==> config.mk <==
export PLATFORM = sky130hd
export DESIGN_NAME = tick_rollover_uptime_hundredths_unit
export DESIGN_NICKNAME = d
export VERILOG_FILES = /design/src/rtl/truh_pkg.sv /design/src/rtl/tick_rollover_uptime_hundredths_unit.sv
export SDC_FILE = /design/constraint.sdc
export NUM_CORES = 1
export LEC_CHECK = 0
export ABC_AREA = 1
export ABC_CLOCK_PERIOD_IN_PS = 11900
export BUFFER_PORTS_ARGS = -buffer_cell sky130_fd_sc_hd__buf_2
export CAP_MARGIN = 20
export CORE_ASPECT_RATIO = 1.5
export CORE_UTILIZATION = 55
export CTS_BUF_LIST = sky130_fd_sc_hd__clkbuf_4
export DETAILED_ROUTE_END_ITERATION = 10
export GPL_TIMING_DRIVEN = 0
export PLACE_DENSITY = 0.81
export SLEW_MARGIN = 20
export SYNTH_ARGS = -nofsm -noshare
export SYNTH_HDL_FRONTEND = slang
export SYNTH_SLANG_ARGS = --single-unit
==> constraint.sdc <==
create_clock -name clk_i -period 11.9 [get_ports clk_i]
set_input_delay 3.57 -clock clk_i [delete_from_list [all_inputs] [get_ports clk_i]]
set_output_delay 3.57 -clock clk_i [all_outputs]
set_load 0.02 [all_outputs]
==> src/rtl/truh_pkg.sv <==
// shared types and constants for the tick rollover uptime block
// no dependencies; used by the top level
package truh_pkg;

  localparam int unsigned TickW    = 32;
  localparam int unsigned RateW    = 20;
  localparam int unsigned UptimeW  = 32;
  localparam int unsigned TicksW   = 2 * TickW;
  localparam int unsigned Scale    = 100;
  localparam int unsigned ScaleW   = 7;
  localparam int unsigned FracDvdW = RateW + ScaleW;
  localparam int unsigned StepCntW = $clog2(TicksW);

  localparam logic [RateW-1:0] RateReset = RateW'(1000);
  localparam logic [RateW-1:0] RateMin   = RateW'(1);

  typedef enum logic [2:0] {
    StIdle,
    StDivWhole,
    StScale,
    StDivFrac,
    StOut
  } state_e;

endpackage

==> src/rtl/tick_rollover_uptime_hundredths_unit.sv <==
// tick rollover uptime unit: extends 32-bit tick samples by a wrap count and
// scales the 64-bit count to hundredths of a second; depends on truh_pkg
//
//  channel | beat signals          | payload
//  --------+-----------------------+---------------------------
//  in      | in_valid_i/in_ready_o | now_ticks_i [31:0]
//  out     | out_valid_o/out_ready_i | uptime_hundredths_o [31:0]
//  cfg     | cfg_valid_i/cfg_ready_o | tick_rate_hz_i [19:0]
//
// from acceptance to the earliest result beat a beat passes through 64 steps
// of the shared restoring divide step for ticks / rate, a scale state, 27
// steps of the same unit for the fraction and the sum, and the output state;
// in_ready_o is high only when idle, so beats do not overlap;
// a stalled result holds the unit
// reset clears the rate to 1000 and the last sample and wrap count to zero
module tick_rollover_uptime_hundredths_unit (
  input  logic                             clk_i,
  input  logic                             rst_ni,
  input  logic                             in_valid_i,
  output logic                             in_ready_o,
  input  logic [truh_pkg::TickW-1:0]       now_ticks_i,
  output logic                             out_valid_o,
  input  logic                             out_ready_i,
  output logic [truh_pkg::UptimeW-1:0]     uptime_hundredths_o,
  input  logic                             cfg_valid_i,
  output logic                             cfg_ready_o,
  input  logic [truh_pkg::RateW-1:0]       tick_rate_hz_i
);

  localparam int unsigned TickW    = truh_pkg::TickW;
  localparam int unsigned RateW    = truh_pkg::RateW;
  localparam int unsigned UptimeW  = truh_pkg::UptimeW;
  localparam int unsigned TicksW   = truh_pkg::TicksW;
  localparam int unsigned FracDvdW = truh_pkg::FracDvdW;
  localparam int unsigned StepCntW = truh_pkg::StepCntW;
  localparam logic [StepCntW-1:0] WholeLast = StepCntW'(TicksW - 1);
  localparam logic [StepCntW-1:0] FracLast  = StepCntW'(FracDvdW - 1);

  truh_pkg::state_e state_q, state_d;

  logic [RateW-1:0]    rate_q;
  logic [TickW-1:0]    prev_q;
  logic [TickW-1:0]    wrap_q;
  logic [TicksW-1:0]   dvd_q;
  logic [RateW-1:0]    prem_q;
  logic [UptimeW-1:0]  quo_q;
  logic [UptimeW-1:0]  whole_q;
  logic [UptimeW-1:0]  result_q;
  logic [StepCntW-1:0] cnt_q;

  logic               in_fire;
  logic               out_fire;
  logic [TickW-1:0]   wrap_next;
  logic [RateW-1:0]   divisor;
  logic [RateW:0]     shifted;
  logic [RateW-1:0]   diff;
  logic               ge;
  logic [RateW-1:0]   prem_step;
  logic [FracDvdW-1:0] rem100;
  logic [UptimeW-1:0] whole_next;

  assign in_fire  = in_valid_i && in_ready_o;
  assign out_fire = out_valid_o && out_ready_i;
  assign cfg_ready_o = 1'b1;

  assign wrap_next = (now_ticks_i < prev_q) ? wrap_q + TickW'(1) : wrap_q;
  assign divisor   = (rate_q == '0) ? truh_pkg::RateMin : rate_q;

  // shared restoring divide step
  always_comb begin
    shifted   = {prem_q, dvd_q[TicksW-1]};
    diff      = shifted[RateW-1:0] - divisor;
    ge        = (shifted >= {1'b0, divisor});
    prem_step = ge ? diff : shifted[RateW-1:0];
  end

  // remainder times 100 as shifts and adds
  assign rem100 = (FracDvdW'(prem_q) << 6) + (FracDvdW'(prem_q) << 5)
                + (FracDvdW'(prem_q) << 2);
  assign whole_next = (quo_q << 6) + (quo_q << 5) + (quo_q << 2);

  always_comb begin
    state_d = state_q;
    unique case (state_q)
      truh_pkg::StIdle: begin
        if (in_fire) state_d = truh_pkg::StDivWhole;
      end
      truh_pkg::StDivWhole: begin
        if (cnt_q == WholeLast) state_d = truh_pkg::StScale;
      end
      truh_pkg::StScale: begin
        state_d = truh_pkg::StDivFrac;
      end
      truh_pkg::StDivFrac: begin
        if (cnt_q == FracLast) state_d = truh_pkg::StOut;
      end
      truh_pkg::StOut: begin
        if (out_fire) state_d = truh_pkg::StIdle;
      end
      default: state_d = truh_pkg::StIdle;
    endcase
  end

  always_comb begin
    in_ready_o  = 1'b0;
    out_valid_o = 1'b0;
    unique case (state_q)
      truh_pkg::StIdle: in_ready_o  = 1'b1;
      truh_pkg::StOut:  out_valid_o = 1'b1;
      default: ;
    endcase
  end

  assign uptime_hundredths_o = result_q;

  always_ff @(posedge clk_i or negedge rst_ni) begin
    if (!rst_ni) begin
      state_q <= truh_pkg::StIdle;
      rate_q  <= truh_pkg::RateReset;
      prev_q  <= '0;
      wrap_q  <= '0;
      cnt_q   <= '0;
    end else begin
      state_q <= state_d;
      if (cfg_valid_i && cfg_ready_o) rate_q <= tick_rate_hz_i;
      if (in_fire) begin
        prev_q <= now_ticks_i;
        wrap_q <= wrap_next;
      end
      if (state_q == truh_pkg::StDivWhole || state_q == truh_pkg::StDivFrac) begin
        cnt_q <= cnt_q + StepCntW'(1);
      end else begin
        cnt_q <= '0;
      end
    end
  end

  always_ff @(posedge clk_i) begin
    unique case (state_q)
      truh_pkg::StIdle: begin
        dvd_q  <= {wrap_next, now_ticks_i};
        prem_q <= '0;
        quo_q  <= '0;
      end
      truh_pkg::StDivWhole, truh_pkg::StDivFrac: begin
        dvd_q  <= {dvd_q[TicksW-2:0], 1'b0};
        prem_q <= prem_step;
        quo_q  <= {quo_q[UptimeW-2:0], ge};
        if (state_q == truh_pkg::StDivFrac && cnt_q == FracLast) begin
          result_q <= whole_q + {quo_q[UptimeW-2:0], ge};
        end
      end
      truh_pkg::StScale: begin
        whole_q <= whole_next;
        dvd_q   <= {rem100, (TicksW - FracDvdW)'(0)};
        prem_q  <= '0;
        quo_q   <= '0;
      end
      truh_pkg::StOut: ;
      default: ;
    endcase
  end

endmodule

After elaboration in Yosys (flattened, before gate mapping)
Cells that the tools add are included.
W data, S select, Z words.
{ "classes": {"n_lt_le_gt_ge": 2, "reduce_logical": 12, "add_sub_neg": 8, "n_mux": 14, "eq_ne": 10} }
{ "op_table": {"columns": ["cell", "n"], "rows": [
  ["$pmux W64 S3", 1],
  ["$add A32 B32 Y32", 3],
  ["$pmux W31 S2", 1],
  ["$mux W20", 2],
  ["$pmux W20 S2", 1],
  ["$add A32 B1 Y32 const B", 1],
  ["$lt A32 B32 Y1", 1],
  ["$mux W32", 1],
  ["$add A26 B25 Y27", 1],
  ["$add A27 B22 Y27", 1],
  ["$ge A21 B20 Y1", 1],
  ["$logic_not A20 Y1", 1],
  ["$sub A20 B20 Y20", 1],
  ["$pmux W3 S5", 1],
  ["$mux W3", 4],
  ["$ne A2 B2 Y1 const B", 4],
  ["$add A6 B1 Y6 const B", 1],
  ["$eq A3 B2 Y1 const B", 2],
  ["$eq A6 B5 Y1 const B", 1],
  ["$eq A6 B6 Y1 const B", 1],
  ["$mux W6", 1],
  ["$reduce_and A4 Y1", 1],
  ["$reduce_or A2 Y1", 2],
  ["$eq A3 B1 Y1 const B", 1],
  ["8 further kinds", 11]
]} }
{ "totals": {"output_inout_bits": 35, "regBits": 272} }

Longest topological paths before layout
{ "logic_depth": {"ltp_word": 5, "depth_mapped": 16} }

Worst setup path after synthesis
Ideal clock, no wire load.
{ "synth_timing": {"path_type": "input-to-reg", "from": "input port out_ready_i", "to": "register result_q[0] (netlist: uptime_hundredths_o[0]) (enable)", "stages": 6, "arrival_time_ns": 5.322, "path_slack_ns": 6.157, "cell_sequence": "inv_1 > nand2_1 > o21ai_0 > nor2_1 > nand2_1 > nor2_1"} }
{ "synth_lines": {"columns": ["element", "line", "text"], "rows": [
  ["start, declared", "tick_rollover_uptime_hundredths_unit.sv:23", "input logic out_ready_i,"],
  ["end signal, assigned", "tick_rollover_uptime_hundredths_unit.sv:150", "result_q <= whole_q + {quo_q[UptimeW-2:0], ge};"],
  ["end, declared", "tick_rollover_uptime_hundredths_unit.sv:48", "logic [UptimeW-1:0] result_q;"]
]} }

Worst setup path after layout
{ "layout_timing": {"from": "register state_q[2]", "to": "output port out_valid_o"} }
{ "layout_via": {"elab_chain_cells": 2} }
{ "layout_lines": {"columns": ["element", "line", "text"], "rows": [
  ["start, declared", "tick_rollover_uptime_hundredths_unit.sv:39", "truh_pkg::state_e state_q, state_d;"],
  ["start signal, assigned", "tick_rollover_uptime_hundredths_unit.sv:118", "state_q <= truh_pkg::StIdle;"],
  ["start signal, assigned", "tick_rollover_uptime_hundredths_unit.sv:124", "state_q <= state_d;"],
  ["$eq A3 B3 Y1", "tick_rollover_uptime_hundredths_unit.sv:107", "unique case (state_q)"],
  ["$mux W1", "tick_rollover_uptime_hundredths_unit.sv:107", null],
  ["end, declared", "tick_rollover_uptime_hundredths_unit.sv:22", "output logic out_valid_o,"]
]} }
Every way passes these cells.

==> summary.txt <==
Worst setup path
  – Critical path class: register to output port
  – Crit path from: state_q[2]
  – Crit path capture: out_valid_o
  – Critical-path maximum fanout: 48
  – Req. time, crit path: 8.33 ns
  – Startpoint types: register
  – Reg2Reg Setup Slack: 8.62 ns
  – Critical Path End Type: output port
  – Worst Reg-to-Reg Cells: 12
  – Worst EP arrival: 2.15 ns
  – R2r startpoint: quo_q[0]
  – R2R Path End: whole_q[30]

Timing
  – Setup Total Neg Slack: 0 ns
  – Final count of pins violating max slew: 0
  – Worst-Margin Slew: 0.875 ns
  – Max Freq: 175 MHz
  – Crit share post-route: 0.481
  – Max_slew headroom: 0.417
  – Tmin final: 5.72 ns
  – RSZ-0062 raised after global routing: false
  – Hold Vio Cnt, Final: 0
  – Setup Skew: 0.0643 ns
  – Setup-failing EPs final: 0

Synthesis
  – Post-synth top flop: edfxtp_1
  – Syn avg cell area: 8.18 µm²
  – Yosys cell types: 54
  – Fraction of the mapped netlist area in adder cells: 0.140
  – Synth Instances: 2,263
  – Post-synthesis sequential element count: 270
  – Synthesized Nets: 2,500
  – Mux contribution to synthesized area: 0
  – Post-synthesis async set-or-reset flop share: 0.344
  – Yosys warning total: 0
  – Seq/Total Area, Yosys: 0.413
  – Post-Synth Simple-Gate Area: 0.242
  – Synthesized area: 18,500 µm²
  – Synth Area in Compound Gates: 0.109
  – Main combinational cell family by area after synthesis: simple AND/OR/NAND/NOR gates
  – Post-synth EDFFs: 177
  – Synth Area in XOR/XNOR: 0.0256

Outcome
  – Run status: finished clean

Worst hold path
  – Hold Path Class: register to register

Route
  – Drt pass-1 iters: 5
  – Wire per inst: 15.7 µm
  – DRT iter0 DRCs: 1,184
  – WL final: 45.4 mm
  – ANT nets after route: 0
  – DRC: 0
  – Vias per cell: 5.58
  – Vias: 16,200

Floorplanning
  – Die area: 34,400 µm²
  – Die W: 152 µm
  – Initial Utilization: 0.564
  – Core ar.: 32,800 µm²
  – Die height: 227 µm
  – FP Rows: 81
  – Top-level port count: 92

CTS
  – CTS tree: yes
  – Root buffer cell: clkbuf_4
  – Postcts setup bufs: 0
  – Max Root-Sink Buffers: 3
  – Clock sink count: 270
  – Htree depth: 3
  – Reg clk slew, reported paths: 0.06 ns
  – Post-cts sizing count: 0
  – CTS Buf Count: 70
  – Insertion delay to the later sink of the worst-skew pair: 0.77 ns
  – Hold-fix buffers, CTS: 0

Placement
  – Placed cell count: 2,771
  – Gp weighted congestion: 0.965
  – Hpwl dp: 34.8 mm
  – Port Buffer Count: 89

GRT
  – Largest net degree at the start of global routing: 71
  – Grt ovf: 0
  – Vias in the first global route: 16,400
  – Total track usage: 0.277
  – Initial antenna violation count: 1
  – First-pass GRT wire length: 75.5 mm

Cells and area
  – Nets: 2,665
  – Area growth syn-to-layout: 10.8%
  – Layout cells sized above 1: 0.106
  – Non-Filler Instances: 2,902

Job
  – Max-cap violations: 0
per-stage QoR:
step | utilization | cell area [µm²] | setup slack (ns) | hold WS, ns
after floorplan | - | 18500 | 6.16 | 0.453
after global placement | 0.593 | 19500 | 5.08 | 0.471
after detailed placement | 0.596 | 19600 | 6.06 | 0.485
after CTS | 0.624 | 20500 | 6.13 | 0.493
after global routing | 0.624 | 20500 | 6.10 | 0.502
final | 0.624 | 20500 | 6.18 | 0.491
critical path, cell delays in order, from the launching register on:
cell	delay, ns
dfrtp_1	0.57
inv_4	0.19
buf_16	0.25
nor2_1	0.20
buf_2	0.20
synth_stat cells (3+ instances only):
library cell | instances | area (µm²)
a21o_1 | 20 | 150
a21oi_1 | 125 | 626
a22o_1 | 31 | 272
a22oi_1 | 7 | 52.6
a31oi_1 | 7 | 43.8
buf_1 | 4 | 15.0
buf_2 | 20 | 100
clkbuf_1 | 22 | 82.6
dfrtp_1 | 87 | 2180
dfstp_2 | 6 | 158
edfxtp_1 | 177 | 5320
fa_1 | 45 | 901
ha_1 | 135 | 1690
inv_1 | 272 | 1020
inv_2 | 10 | 37.5
nand2_1 | 584 | 2190
nand3_1 | 180 | 901
nand4_1 | 23 | 144
nor2_1 | 228 | 856
nor2_2 | 8 | 50.1
nor3_1 | 29 | 145
nor4_1 | 13 | 81.3
o211ai_1 | 3 | 22.5
o21a_1 | 7 | 52.6
o21ai_0 | 114 | 571
o21ai_1 | 13 | 65.1
o21bai_1 | 10 | 75.1
xnor2_1 | 26 | 228
xor2_1 | 28 | 245
metal layers:
layer,global-route usage,part of all wire
met5,0,0
met4,0.150,0.037
met3,0.0406,0.049
met2,0.504,0.52
met1,0.305,0.39
how the worst min path moves through the flow:
stage | end | cells after the start | slack, ns | start
after floorplan | prev_q[0] | 2 | 0.45 | prev_q[0]
after global placement | cnt_q[0] | 1 | 0.47 | cnt_q[0]
after detailed placement | cnt_q[0] | 1 | 0.49 | cnt_q[0]
after CTS | cnt_q[0] | 1 | 0.49 | cnt_q[0]
after global routing | cnt_q[0] | 1 | 0.50 | cnt_q[0]
final | cnt_q[0] | 1 | 0.49 | cnt_q[0]
layout make-up:
cell class / instances / area (µm²)
Fill cell: 2864 / 12300
Multi-Input combinational cell: 1660 / 9570
Sequential cell: 270 / 7650
Inverter: 283 / 1060
Clock buffer: 97 / 728
Timing Repair Buffer: 93 / 547
Tap cell: 415 / 519
Buffer: 50 / 235
Clock inverter: 32 / 190
Antenna cell: 2 / 5.00
flip-flops by register name, indices dropped and copies added, names as in the netlist, 6 cells and up:
register,cells
prem_q,20
cnt_q,6
whole_q,30
wrap_q,32
quo_q,31
uptime_hundredths_o,32
dvd_q,64
rate_q,20
prev_q,32
cells by family (layout without fill, tap and decap cells):
group | Yosys count | count (layout)
other cells | 1 | 3
xor+xnor | 54 | 54
compound gates | 347 | 347
fa+ha+maj | 180 | 180
flops | 270 | 270
simple gates | 1078 | 1078
buf+inv | 333 | 555
placed cells by master, fill, tap and decap left out, types with 87 or more instances in the layout:
master | synthesis | final
nand2_1 | 584 | 584
inv_1 | 272 | 270
nor2_1 | 228 | 227
nand3_1 | 180 | 180
edfxtp_1 | 177 | 177
ha_1 | 135 | 135
a21oi_1 | 125 | 125
o21ai_0 | 114 | 114
buf_2 | 20 | 108
clkbuf_4 | 0 | 97
dfrtp_1 | 87 | 87
Power is left out: the tool's default activity adds up to more than one toggle a clock period on the data nets, which glitch-free logic cannot reach.
